File: src/design/prl_pkg.sv
// ----------------------------------------------------------------------------
// prl_pkg: shared types and constants for the per-address rate limiter
// Configuration defaults, register indexes, the request record that walks
// the cell chain, and the timer liveness helper.
// ----------------------------------------------------------------------------
package prl_pkg;

  // Table size default
  localparam int unsigned TABLE_ENTRIES_DEFAULT = 64;

  // Field widths
  localparam int unsigned ADDR_W  = 32;
  localparam int unsigned TIME_W  = 32;
  localparam int unsigned SPAN_W  = 16;
  localparam int unsigned COUNT_W = 16;
  localparam int unsigned CFG_IDX_W = 2;

  // Register indexes on the configuration port
  localparam logic [CFG_IDX_W-1:0] REG_BLOCK_SECONDS  = 2'd0;
  localparam logic [CFG_IDX_W-1:0] REG_MAX_ACCESSES   = 2'd1;
  localparam logic [CFG_IDX_W-1:0] REG_WINDOW_SECONDS = 2'd2;

  // Register values after reset
  localparam logic [SPAN_W-1:0]  BLOCK_SECONDS_RESET  = 16'd60;
  localparam logic [COUNT_W-1:0] MAX_ACCESSES_RESET   = 16'd100;
  localparam logic [SPAN_W-1:0]  WINDOW_SECONDS_RESET = 16'd10;

  // Counter limits
  localparam logic [COUNT_W-1:0] COUNT_ONE = 16'd1;
  localparam logic [COUNT_W-1:0] COUNT_MAX = 16'hFFFF;

  // Configuration seen by every cell
  typedef struct packed {
    logic [SPAN_W-1:0]  block_seconds;
    logic [COUNT_W-1:0] max_accesses;
    logic [SPAN_W-1:0]  window_seconds;
  } cfg_t;

  // Request record handed from cell to cell
  typedef struct packed {
    logic              valid;
    logic [ADDR_W-1:0] addr;
    logic [TIME_W-1:0] now;
    logic              matched;      // some cell owned this address
    logic              allowed;      // verdict from the owning cell
    logic              claim_found;  // a free cell was seen on the way
  } pkt_t;

  // Claim write broadcast at the end of the chain
  typedef struct packed {
    logic              valid;
    logic [ADDR_W-1:0] addr;
    logic [TIME_W-1:0] now;
  } claim_t;

  // Timer is live while flagged and the modular age is below the span
  function automatic logic timer_live(input logic              flag,
                                      input logic [TIME_W-1:0] start,
                                      input logic [TIME_W-1:0] now,
                                      input logic [SPAN_W-1:0] span);
    logic [TIME_W-1:0] age;
    age = now - start;
    return flag && (age < {{(TIME_W-SPAN_W){1'b0}}, span});
  endfunction

endpackage

File: src/design/prl_cell.sv
// ----------------------------------------------------------------------------
// prl_cell: one table entry of the rate limiter
// Holds one address with its window and block timers. A passing request is
// checked against the entry, updated in place if the entry owns the address,
// and handed on to the next cell in the next cycle.
// ----------------------------------------------------------------------------
module prl_cell #(
  parameter int unsigned IDX_W = 6,
  parameter int unsigned INDEX = 0
) (
  input  logic                clk,
  input  logic                rst,
  input  prl_pkg::cfg_t       cfg,
  input  prl_pkg::pkt_t       pkt_in,
  input  logic [IDX_W-1:0]    idx_in,
  output prl_pkg::pkt_t       pkt_out,
  output logic [IDX_W-1:0]    idx_out,
  input  prl_pkg::claim_t     claim,
  input  logic [IDX_W-1:0]    claim_idx
);

  localparam logic [IDX_W-1:0] MY_IDX = IDX_W'(INDEX);

  // Entry state
  logic [prl_pkg::ADDR_W-1:0]  entry_address, entry_address_next;
  logic                        window_live, window_live_next;
  logic [prl_pkg::COUNT_W-1:0] access_count, access_count_next;
  logic [prl_pkg::TIME_W-1:0]  window_start, window_start_next;
  logic                        block_live, block_live_next;
  logic [prl_pkg::TIME_W-1:0]  block_start, block_start_next;

  prl_pkg::pkt_t    pkt_next;
  logic [IDX_W-1:0] idx_next;

  logic flag_match, win_on, blk_on, is_free;

  // Match and timer checks against the passing request
  always_comb begin
    flag_match = (window_live || block_live) && (entry_address == pkt_in.addr);
    win_on = prl_pkg::timer_live(window_live, window_start, pkt_in.now,
                                 cfg.window_seconds);
    blk_on = prl_pkg::timer_live(block_live, block_start, pkt_in.now,
                                 cfg.block_seconds);
    is_free = !win_on && !blk_on;
  end

  // Request handling and claim write
  always_comb begin
    pkt_next           = pkt_in;
    idx_next           = idx_in;
    entry_address_next = entry_address;
    window_live_next   = window_live;
    access_count_next  = access_count;
    window_start_next  = window_start;
    block_live_next    = block_live;
    block_start_next   = block_start;

    if (pkt_in.valid && !pkt_in.matched) begin
      if (flag_match) begin
        pkt_next.matched = 1'b1;
        if (blk_on) begin
          pkt_next.allowed = 1'b0;
        end else if (!win_on) begin
          // fresh window
          block_live_next   = 1'b0;
          window_live_next  = 1'b1;
          window_start_next = pkt_in.now;
          access_count_next = prl_pkg::COUNT_ONE;
          pkt_next.allowed  = 1'b1;
        end else if (access_count >= cfg.max_accesses) begin
          // window exhausted: start a block
          block_live_next  = 1'b1;
          block_start_next = pkt_in.now;
          pkt_next.allowed = 1'b0;
        end else begin
          if (access_count != prl_pkg::COUNT_MAX) begin
            access_count_next = access_count + prl_pkg::COUNT_ONE;
          end
          pkt_next.allowed = 1'b1;
        end
      end else if (!pkt_in.claim_found && is_free) begin
        pkt_next.claim_found = 1'b1;
        idx_next             = MY_IDX;
      end
    end

    // Claim of this entry for a new address, starts a window at once
    if (claim.valid && (claim_idx == MY_IDX)) begin
      entry_address_next = claim.addr;
      window_live_next   = 1'b1;
      window_start_next  = claim.now;
      access_count_next  = prl_pkg::COUNT_ONE;
      block_live_next    = 1'b0;
    end
  end

  // Control state
  always_ff @(posedge clk) begin
    if (rst) begin
      window_live   <= 1'b0;
      block_live    <= 1'b0;
      pkt_out.valid <= 1'b0;
    end else begin
      window_live   <= window_live_next;
      block_live    <= block_live_next;
      pkt_out.valid <= pkt_next.valid;
    end
  end

  // Payload state
  always_ff @(posedge clk) begin
    entry_address       <= entry_address_next;
    access_count        <= access_count_next;
    window_start        <= window_start_next;
    block_start         <= block_start_next;
    pkt_out.addr        <= pkt_next.addr;
    pkt_out.now         <= pkt_next.now;
    pkt_out.matched     <= pkt_next.matched;
    pkt_out.allowed     <= pkt_next.allowed;
    pkt_out.claim_found <= pkt_next.claim_found;
    idx_out             <= idx_next;
  end

endmodule

File: config.mk
export PLATFORM = sky130hd
export DESIGN_NAME = prl_cell
export DESIGN_NICKNAME = d
export VERILOG_FILES = /design/src/design/prl_pkg.sv /design/src/design/prl_cell.sv
export SDC_FILE = /design/constraint.sdc
export NUM_CORES = 1
export LEC_CHECK = 0
export BUFFER_PORTS_ARGS = -buffer_cell sky130_fd_sc_hd__buf_4
export CAP_MARGIN = 20
export CORE_AREA = 2 2 151 153
export DETAILED_ROUTE_END_ITERATION = 8
export DIE_AREA = 0 0 153 155
export GPL_ROUTABILITY_DRIVEN = 0
export GPL_TIMING_DRIVEN = 0
export PLACE_DENSITY = 0.78
export SLEW_MARGIN = 20
export SYNTH_ARGS = -nofsm -noshare
export SYNTH_HDL_FRONTEND = slang
export SYNTH_SLANG_ARGS = --single-unit
File: constraint.sdc
create_clock -name clk -period 6.5 [get_ports clk]
set_clock_uncertainty 0.05 [all_clocks]
set_input_delay 0 -clock clk [delete_from_list [all_inputs] [get_ports clk]]
set_output_delay 0 -clock clk [all_outputs]
set_load 0.01 [all_outputs]
==> results of run 1 <==
-- cell families after synthesis --
| kind of cell | after synthesis |
|---|---|
| AOI/OAI and AO/OA | 325 |
| adders and majority gates | 111 |
| xor gates and xnor gates | 68 |
| DFF | 188 |
| buffers and inverters | 180 |
| muxes | 4 |
| and+or+nand+nor | 452 |
-- worst max-delay path, stage by stage (launching register included) --
cell and delay, ns:
sky130_fd_sc_hd__edfxtp_1 0.40, sky130_fd_sc_hd__ha_1 0.23, sky130_fd_sc_hd__fa_1 0.43, sky130_fd_sc_hd__nor2b_1 0.21, sky130_fd_sc_hd__o2111ai_1 0.17, sky130_fd_sc_hd__a21boi_1 0.48, sky130_fd_sc_hd__nor2_1 0.20, sky130_fd_sc_hd__o21ai_0 0.24
sky130_fd_sc_hd__xor2_1 0.20, sky130_fd_sc_hd__ha_1 0.27, sky130_fd_sc_hd__nor2b_1 0.13, sky130_fd_sc_hd__o21ai_0 0.17, sky130_fd_sc_hd__nand4b_1 0.14, sky130_fd_sc_hd__a2111o_1 0.35, sky130_fd_sc_hd__nor3_1 0.22, sky130_fd_sc_hd__o2111ai_2 0.26
sky130_fd_sc_hd__nor4b_4 0.77, sky130_fd_sc_hd__o31ai_1 0.32, sky130_fd_sc_hd__buf_2 0.51
-- Yosys cell counts (6+ instances only) --
cell / n / area (um2)
sky130_fd_sc_hd__xor2_1: 30 / 263
sky130_fd_sc_hd__a21oi_1: 86 / 430
sky130_fd_sc_hd__and4_1: 8 / 70.1
sky130_fd_sc_hd__edfxtp_1: 96 / 2880
sky130_fd_sc_hd__or3_1: 6 / 37.5
sky130_fd_sc_hd__nor3_1: 28 / 140
sky130_fd_sc_hd__nand3_1: 32 / 160
sky130_fd_sc_hd__nand4b_1: 6 / 52.6
sky130_fd_sc_hd__ha_1: 109 / 1360
sky130_fd_sc_hd__o21ai_1: 6 / 30.0
sky130_fd_sc_hd__nand2b_1: 14 / 87.6
sky130_fd_sc_hd__nand2_1: 161 / 604
sky130_fd_sc_hd__o21ai_0: 52 / 260
sky130_fd_sc_hd__o21a_1: 18 / 135
sky130_fd_sc_hd__nand4_1: 38 / 238
sky130_fd_sc_hd__a31oi_1: 6 / 37.5
sky130_fd_sc_hd__o31ai_1: 19 / 143
sky130_fd_sc_hd__nor2b_1: 14 / 87.6
sky130_fd_sc_hd__o2111ai_1: 8 / 70.1
sky130_fd_sc_hd__clkbuf_1: 33 / 124
sky130_fd_sc_hd__inv_1: 136 / 510
sky130_fd_sc_hd__and2_1: 8 / 50.1
sky130_fd_sc_hd__nor4_1: 17 / 106
sky130_fd_sc_hd__a21o_1: 34 / 255
sky130_fd_sc_hd__a211o_1: 9 / 78.8
sky130_fd_sc_hd__and3_1: 11 / 68.8
sky130_fd_sc_hd__nor2_1: 74 / 278
sky130_fd_sc_hd__dfxtp_1: 92 / 1840
sky130_fd_sc_hd__xnor2_1: 38 / 333
sky130_fd_sc_hd__or4_1: 12 / 90.1
sky130_fd_sc_hd__a211oi_1: 11 / 82.6
sky130_fd_sc_hd__o211ai_1: 11 / 82.6
sky130_fd_sc_hd__o21bai_1: 7 / 52.6
-- final timing paths --
check | from | end | slack (ns) | cells after the start
worst min register to register | access_count[9] | access_count[9] | 0.47 | 2
worst max register to register | window_start[0] | window_start[8] | 0.33 | 18
worst max-delay path | window_start[0] | window_start[8] | 0.33 | 18
worst min-delay path | pkt_in[37] | pkt_out[37] | 0.14 | 2
-- state kept, by name, summed over array words and instances, names as in the netlist --
signal	flops
block_live	1
window_live	1
access_count	16
idx_out	6
pkt_out	68
block_start	32
window_start	32
entry_address	32
-- stage by stage --
stage | std cells | area, um2 | power, mW | setup slack (ns)
floorplan | 1328 | 12000 | 1.60 | 1.65
global placement | 1881 | 14400 | 1.82 | 0.776
detailed placement | 1882 | 14400 | 1.83 | 0.576
CTS | 2053 | 16500 | 3.03 | 0.527
global route | 2056 | 16500 | 3.16 | 0.120
finish | 2056 | 16500 | 3.08 | 0.334
-- power groups by stage --
stage	logic (mW)	clock network (mW)	registers, mW
final	0.616	1.17	1.29
after global routing	0.664	1.21	1.29
after CTS	0.592	1.15	1.29
after detailed placement	0.518	0	1.31
after global placement	0.504	0	1.31
after floorplan	0.276	0	1.32
-- repair_timing --
item	in CTS	in global routing
hold endpoints to repair	172	0
hold buffers	139	0
endpoints found under the setup margin	0	0
gates resized for setup	0	0
-- final cells by class --
cell class | count | share of cell area
Antenna cell | 3 | 0.000456
Buffer | 42 | 0.0112
Clock buffer | 17 | 0.0258
Clock inverter | 15 | 0.0138
Inverter | 138 | 0.0315
Multi-Input combinational cell | 960 | 0.400
Sequential cell | 188 | 0.287
Tap cell | 285 | 0.0217
Timing Repair Buffer | 408 | 0.208
-- per-layer routing --
layer  up-vias  track usage  wire, um  part of all wire
met5         -            0         0                 0
met4         0        0.168      1960             0.048
met3       176       0.0557      3190             0.077
met2       689        0.599     20600              0.50
met1      5935        0.399     15400              0.37
li1       5688            -         -                 -
-- layout by cell type, fill, tap and decap left out, types with 16 or more instances in the layout --
cell type	count
sky130_fd_sc_hd__o21ai_0	52
sky130_fd_sc_hd__xor2_1	30
sky130_fd_sc_hd__o21a_1	18
sky130_fd_sc_hd__clkbuf_16	17
sky130_fd_sc_hd__nand2_1	161
sky130_fd_sc_hd__nor2_1	74
sky130_fd_sc_hd__a21oi_1	86
sky130_fd_sc_hd__dlygate4sd3_1	139
sky130_fd_sc_hd__dfxtp_1	92
sky130_fd_sc_hd__xnor2_1	38
sky130_fd_sc_hd__buf_4	269
sky130_fd_sc_hd__edfxtp_1	96
sky130_fd_sc_hd__inv_1	136
sky130_fd_sc_hd__a21o_1	34
sky130_fd_sc_hd__nor3_1	28
sky130_fd_sc_hd__clkbuf_1	32
sky130_fd_sc_hd__o31ai_1	19
sky130_fd_sc_hd__nor4_1	16
sky130_fd_sc_hd__ha_1	109
sky130_fd_sc_hd__nand3_1	32
sky130_fd_sc_hd__nand4_1	38
==> impl_metrics.json, run 1 <==
{
  "worstSetupStartpointType": "register",
  "grt_setup_unrepaired": "false",
  "maxSlewViolCount": 0,
  "crit_fanout": 41,
  "min-delay-path-class": "in -> reg",
  "run_status": "finished, final reports clean",
  "power_leakage_nw": 7.40,
  "n_fill_cell": 1502,
  "setup-tns-final_ns": 0,
  "dp_hpwl_um": 27600,
  "grt_pass1_wl_um": 63900,
  "critPathCaptureType": "register",
  "layout-area-overhead-vs-synth_pct": 37.1,
  "layout-drive-gt1-share": 0.193,
  "yosys.area_share.adder": 0.117,
  "sw_frac_of_total": 0.308,
  "achievable-frequency_mhz": 162,
  "htreeDepth": 4,
  "report.final.setup_viol": 0,
  "die_height_um": 155,
  "combinational_family_with_the_most_area_after_synthesis": "simple AND/OR/NAND/NOR gates",
  "seq_area_mm2": 0.00472,
  "cts_buffers": 17,
  "synth_simple_gate_area_share": 0.192,
  "power.share.sequential": 0.419,
  "clockBufferDepth": 2,
  "synth_enable_flop_cells": 96,
  "synth-xor-area-share": 0.0496,
  "clk_latency_ns": 0.47,
  "grt_max_degree": 42,
  "synth.lib_cells_used.distinct": 89,
  "arrival_ns": 6.19,
  "yosysWarningCount": 0,
  "fp.dieW_um": 153,
  "postSynthRegisterBits": 188,
  "ys_seq_area_frac": 0.393,
  "grt_usage": 0.338,
  "cts_post_setup_buffers_inserted": 0,
  "vias_per_cell": 6.07,
  "power_per_cell_area_mw_per_mm2": 187,
  "number_of_global_route_vias_before_repair": 12517,
  "postRouteWirelength_um": 41200,
  "grt.overflow.total": 0,
  "die_area_mm2": 0.0237,
  "detail-route-antenna-nets": 0,
  "cts_tree": "built",
  "max-slew-margin-rel": 0.240,
  "root_buffer_cell": "sky130_fd_sc_hd__clkbuf_16",
  "dr.pass1.iters": 6,
  "vias": 12488,
  "worst-endpoint-required_ns": 6.52,
  "post_layout_nets": 2061,
  "measured_slew_at_the_worst_slew_check_pin_ns": 1.13,
  "core_area_mm2": 0.0222,
  "ioPinCount": 269,
  "layout.core_utilization": 0.741,
  "detail_route.drc_violations": 0,
  "power.switching_mw": 0.947,
  "initial_antenna_violation_count": 4,
  "period_minus_slack_ns": 6.17,
  "netlist_area_mm2": 0.0120,
  "internal-power_mw": 2.13,
  "placement.io_buffers": 268,
  "vdd_ir_drop_max_mv": 0.184,
  "pwr-share-comb": 0.200,
  "finalHoldWorstSlack_ns": 0.142,
  "syn_inst": 1328,
  "drtIter0Drc": 1340,
  "syn_avg_cell_area_um2": 9.04,
  "synth.mux.area_fraction": 0.00344,
  "timing.setup.critical_path_class": "reg -> reg",
  "final.period_utilization": 0.949,
  "routed_wire_length_per_instance_um": 20.0,
  "max_cap_violations": 0,
  "path_clk_slew_ns": 0.10,
  "report.final.hold_viol_count": 0,
  "floorplan.initialDensity": 0.540,
  "pwr-share-clk": 0.381,
  "most_used_flip_flop_cell_after_synthesis": "sky130_fd_sc_hd__edfxtp_1",
  "cts_num_sinks": 188,
  "synth.net_count": 1634,
  "postSynth.asyncResetShare": 0,
  "synth-compound-area-share": 0.187,
  "rows": 55,
  "multi_input_area_mm2": 0.00659
}
(Power assumes the default switching activity.)
==> inputs of run 2 (changes only) <==
Settings changed: CORE_AREA 2 2 151 153 to 2 2 158 160, DIE_AREA 0 0 153 155 to 0 0 160 162, PLACE_DENSITY 0.78 to 0.72.
==> run 2 against run 1 <==
Compared with the run above: hold slack worse by 0.051 ns; die area grew 9.3%; fmax up 4.2%; global-route usage decreased by 4.8 points; count of clock-buffer cells in the layout is the same; critical endpoint is now window_start[0]; largest cell class unchanged.
==> impl_metrics.json, run 2 (same netlist as run 1, synthesis figures left out) <==
{
  "maxSlewViolCount": 0,
  "final.period_utilization": 0.910,
  "post_cts.resized_instances": 0,
  "detail-route-antenna-nets": 0,
  "max_cap_violations": 0,
  "min-delay-path-class": "in -> reg",
  "power.switching_mw": 0.915,
  "pwr-share-clk": 0.378,
  "min_path_cells": 4,
  "power_leakage_nw": 7.41,
  "worst-endpoint-required_ns": 6.52,
  "dp_hpwl_um": 27500,
  "vdd_ir_drop_max_mv": 0.216,
  "layout-area-overhead-vs-synth_pct": 37.6,
  "detail_route.drc_violations": 0,
  "report.final.setup_viol": 0,
  "clk_latency_ns": 0.46,
  "vias_per_cell": 5.71,
  "clockBufferDepth": 2,
  "ioPinCount": 269,
  "cts_tree": "built",
  "cp_cell_sequence": "ha_1 -> fa_1 -> nor2b_1 -> o2111ai_1 -> a21boi_1 -> nor2_1 -> o21ai_0 -> xor2_1 -> ha_1 -> nand4_1 -> a211oi_1 -> o41ai_1 -> a21oi_1 -> a2111oi_4 -> o2111ai_2 -> nor4b_4 -> o31ai_1 -> buf_2",
  "dp_cells": 1921,
  "arrival_ns": 5.93,
  "timing.setup.critical_path_class": "reg -> reg",
  "path_clk_slew_ns": 0.09,
  "post_layout_nets": 2064,
  "cell_count_final_fillers_out": 2096,
  "routed_wire_length_per_instance_um": 18.2,
  "postRouteWirelength_um": 38200,
  "pwr-share-comb": 0.199,
  "mostFrequentLayoutCell": "sky130_fd_sc_hd__buf_4",
  "top_register": "pkt_out",
  "drtIter0Drc": 963,
  "grt_usage": 0.290,
  "vias": 11974,
  "report.final.hold_viol_count": 0,
  "run_status": "finished, final reports clean",
  "power_per_cell_area_mw_per_mm2": 184,
  "internal-power_mw": 2.13,
  "layout_common_cells": "sky130_fd_sc_hd__buf_4, sky130_fd_sc_hd__nand2_1, sky130_fd_sc_hd__dlygate4sd3_1",
  "rows": 57,
  "grt_pass1_wl_um": 60200,
  "achievable-frequency_mhz": 169,
  "period_minus_slack_ns": 5.92,
  "critPathCaptureType": "register",
  "number_of_global_route_vias_before_repair": 11817,
  "die_height_um": 162,
  "number_of_flip_flops_in_the_largest_register": 68,
  "setup-tns-final_ns": 0,
  "layout-drive-gt1-share": 0.193,
  "htreeDepth": 4,
  "root_buffer_cell": "sky130_fd_sc_hd__clkbuf_16",
  "power.share.sequential": 0.423,
  "grt_max_degree": 42,
  "sw_frac_of_total": 0.301,
  "worstSetupStartpointType": "register",
  "grt_setup_unrepaired": "false",
  "core_area_mm2": 0.0241,
  "max-slew-margin-rel": 0.291,
  "cts_num_sinks": 188,
  "worst_reg2reg_path_length_in_cells": 18,
  "placement.io_buffers": 268,
  "crit_fanout": 41,
  "cts_buffers": 17,
  "measured_slew_at_the_worst_slew_check_pin_ns": 1.05,
  "floorplan.initialDensity": 0.498,
  "die_area_mm2": 0.0259,
  "crit_path_max_incr_delay_ns": 0.88,
  "timing.critical_path.slowest_stage_cell": "sky130_fd_sc_hd__buf_2",
  "dr.pass1.iters": 6,
  "cts_post_setup_buffers_inserted": 0,
  "fp.dieW_um": 160,
  "cp_common_cell": "sky130_fd_sc_hd__ha_1",
  "initial_antenna_violation_count": 1,
  "grt.overflow.total": 0
}
[run 2: worst max-delay path: cells and delay by family, from the launching register on]
| family | cells | cell delay (ns) |
|---|---|---|
| AO/OA/AOI/OAI | 9 | 2.45 |
| adder cells (fa/ha/maj) | 3 | 0.96 |
| buffers and inverters | 1 | 0.88 |
| AND/OR/NAND/NOR | 4 | 0.70 |
| flip-flops | 1 | 0.38 |
| XOR/XNOR | 1 | 0.11 |
[run 2: stage by stage]
stage	instance area, um2	hold slack [ns]	worst slack [ns]	power [mW]	util
after floorplan	12000	-0.0223	1.65	1.60	-
after global placement	14400	0.0703	0.731	1.82	0.599
after detailed placement	14500	0.0718	0.647	1.83	0.599
after CTS	16500	0.0811	0.606	3.02	0.685
after global routing	16500	0.104	0.239	3.15	0.685
final	16500	0.0912	0.582	3.04	0.685
[run 2: repair_timing]
item	CTS	global route
setup endpoints to repair	0	0
endpoints found under the hold margin	172	0
hold buffers	142	0
[run 2: layout make-up]
type / count / area [um2]
Antenna cell: 1 / 2.50
Buffer: 42 / 184
Clock buffer: 17 / 425
Clock inverter: 15 / 224
Fill cell: 1867 / 7580
Inverter: 138 / 518
Multi-Input combinational cell: 960 / 6590
Sequential cell: 188 / 4720
Tap cell: 324 / 405
Timing Repair Buffer: 411 / 3450
[run 2: path summary, 6_finish.rpt]
check              startpoint                to  slack, ns
max reg2reg   window_start[0]   window_start[0]       0.58
min reg2reg  access_count[14]  access_count[14]       0.47
min                pkt_in[67]        pkt_out[0]       0.09
max           window_start[0]   window_start[0]       0.58
[run 2: power by group through the flow]
stage / Combinational, mW / Clock, mW / Sequential, mW
finish: 0.606 / 1.15 / 1.29
global route: 0.661 / 1.20 / 1.29
CTS: 0.592 / 1.14 / 1.29
detailed placement: 0.518 / 0 / 1.31
global placement: 0.508 / 0 / 1.31
floorplan: 0.276 / 0 / 1.32
[run 2: per-layer routing]
metal	global-route usage	part of all wire	vias to the layer above
li1	-	-	5701
met1	0.361	0.41	5671
met2	0.520	0.50	498
met3	0.0401	0.057	104
met4	0.0987	0.032	0
met5	0	0	-
==> inputs of run 3 (changes only) <==
Settings changed: REMOVE_ABC_BUFFERS from default to 1.
Clock period 6.5 ns to 6.67 ns, I/O delays scaled along.
==> run 3 against run 2 <==
Compared with the run above: clock power about the same; flip-flop and latch count stayed put; core utilization down 0.66 points; sequential power is 3% lower; combinational power down 3%; critical endpoint is now window_live; largest cell class unchanged; largest power group unchanged.
==> impl_metrics.json, run 3 (same netlist as run 1, synthesis figures left out) <==
{
  "arrival_ns": 5.82,
  "internal-power_mw": 2.08,
  "grt_max_degree": 68,
  "report.final.setup_viol": 0,
  "cts_tree": "built",
  "cts_post_setup_buffers_inserted": 0,
  "n_fill_cell": 1873,
  "pwr-share-comb": 0.197,
  "met1_usage": 0.353,
  "cts_buffers": 17,
  "layout-area-overhead-vs-synth_pct": 36.2,
  "setup_ws_ns": 1.13,
  "routed_wire_length_per_instance_um": 18.2,
  "placement.io_buffers": 268,
  "vdd_ir_drop_max_mv": 0.181,
  "cts_hold_buf": 139,
  "run_status": "finished, final reports clean",
  "clockBufferDepth": 2,
  "achievable-frequency_mhz": 181,
  "max_cap_violations": 0,
  "post_cts.resized_instances": 0,
  "rows": 57,
  "routing_usage_on_met2": 0.501,
  "worst-endpoint-required_ns": 6.95,
  "detail-route-antenna-nets": 0,
  "vias_per_cell": 5.69,
  "postRouteWirelength_um": 37400,
  "ioPinCount": 269,
  "measured_slew_at_the_worst_slew_check_pin_ns": 0.987,
  "post_layout_nets": 2022,
  "report.final.hold_viol_count": 0,
  "power_total_mw": 2.97,
  "die_height_um": 162,
  "mostFrequentLayoutCell": "sky130_fd_sc_hd__buf_4",
  "vias": 11694,
  "cts_num_sinks": 188,
  "worstSetupStartpointType": "register",
  "timing.setup.critical_path_class": "reg -> reg",
  "power_per_cell_area_mw_per_mm2": 182,
  "max-slew-margin-rel": 0.336,
  "final.period_utilization": 0.830,
  "pwr-share-clk": 0.381,
  "grt_setup_unrepaired": "false",
  "clk_latency_ns": 0.45,
  "number_of_flip_flops_in_the_largest_register": 68,
  "power.switching_mw": 0.896,
  "min-delay-path-class": "in -> reg",
  "sw_frac_of_total": 0.302,
  "grt_most_used_layer": "met2",
  "layout_common_cells": "sky130_fd_sc_hd__buf_4, sky130_fd_sc_hd__nand2_1, sky130_fd_sc_hd__dlygate4sd3_1",
  "maxSlewViolCount": 0,
  "core_area_mm2": 0.0241,
  "number_of_global_route_vias_before_repair": 11577,
  "path_clk_slew_ns": 0.09,
  "top_register": "pkt_out",
  "layout.core_utilization": 0.679,
  "post_place_setup_slack_ns": 0.862,
  "floorplan.initialDensity": 0.498,
  "period_minus_slack_ns": 5.54,
  "crit_fanout": 30,
  "detail_route.drc_violations": 0,
  "drtIter0Drc": 919,
  "die_area_mm2": 0.0259,
  "grt_pass1_wl_um": 59100,
  "layout-drive-gt1-share": 0.196,
  "grt.overflow.total": 0,
  "power_leakage_nw": 7.34,
  "fp.dieW_um": 160,
  "power.share.sequential": 0.422,
  "initial_antenna_violation_count": 1,
  "met3_usage": 0.0396,
  "root_buffer_cell": "sky130_fd_sc_hd__clkbuf_16",
  "dp_hpwl_um": 26600,
  "critPathCaptureType": "register",
  "dr.pass1.iters": 5,
  "htreeDepth": 4,
  "grt_usage": 0.284
}
-- run 3: final cells by class --
cell class / count / area (um2) / share of cell area
Antenna cell: 1 / 2.50 / 0.000153
Multi-Input combinational cell: 960 / 6600 / 0.404
Timing Repair Buffer: 411 / 3450 / 0.211
Inverter: 138 / 523 / 0.0320
Tap cell: 324 / 405 / 0.0248
Clock inverter: 15 / 226 / 0.0138
Clock buffer: 17 / 425 / 0.0260
Sequential cell: 188 / 4720 / 0.289
-- run 3: critical path: stages, from the launching register on --
cell and delay (ns):
sky130_fd_sc_hd__edfxtp_1 0.39, sky130_fd_sc_hd__ha_1 0.22, sky130_fd_sc_hd__fa_1 0.42, sky130_fd_sc_hd__nand2b_1 0.19, sky130_fd_sc_hd__a21oi_1 0.33, sky130_fd_sc_hd__o21a_1 0.21
sky130_fd_sc_hd__o21ai_0 0.07, sky130_fd_sc_hd__inv_1 0.07, sky130_fd_sc_hd__o21ai_0 0.14, sky130_fd_sc_hd__nand2b_1 0.12, sky130_fd_sc_hd__a21oi_1 0.08, sky130_fd_sc_hd__xnor2_1 0.14
sky130_fd_sc_hd__ha_1 0.32, sky130_fd_sc_hd__a21o_1 0.19, sky130_fd_sc_hd__a21oi_1 0.20, sky130_fd_sc_hd__o21ai_0 0.15, sky130_fd_sc_hd__o21a_1 0.23, sky130_fd_sc_hd__nand3b_1 0.17
sky130_fd_sc_hd__nor4_1 0.20, sky130_fd_sc_hd__and4_1 0.29, sky130_fd_sc_hd__and3_2 0.56, sky130_fd_sc_hd__o31ai_4 0.24, sky130_fd_sc_hd__buf_6 0.24, sky130_fd_sc_hd__o21ba_2 0.19
-- run 3: per-stage QoR --
| stage | TNS [ns] | hold WS [ns] | instances | instance area [um2] |
|---|---|---|---|---|
| global route | 0 | 0.0707 | 2054 | 16400 |
| floorplan | -18.93 | -0.0223 | 1286 | 11800 |
| detailed placement | 0 | 0.0714 | 1881 | 14300 |
| finish | 0 | 0.0523 | 2054 | 16400 |
| CTS | 0 | 0.0466 | 2052 | 16300 |
| global placement | -135.10 | 0.0703 | 1878 | 14200 |
-- run 3: power by group through the flow --
stage	combinational, mW	clock, mW	sequential, mW
finish	0.586	1.13	1.25
global route	0.640	1.19	1.26
detailed placement	0.503	0	1.28
CTS	0.574	1.14	1.25
global placement	0.492	0	1.28
floorplan	0.268	0	1.29
-- run 3: path summary, 6_finish.rpt --
kind         slack [ns]  cells past startpoint              end            start
max                1.13                     23      window_live   block_start[0]
min                0.05                      4       pkt_out[0]       pkt_in[67]
max reg2reg        1.13                     23      window_live   block_start[0]
min reg2reg        0.46                      2  access_count[4]  access_count[4]
-- run 3: routing by layer --
metal	routed length (um)	vias to the layer above
met3	1900	86
met2	18800	463
met4	1200	0
li1	-	5620
met5	0	-
met1	15400	5525
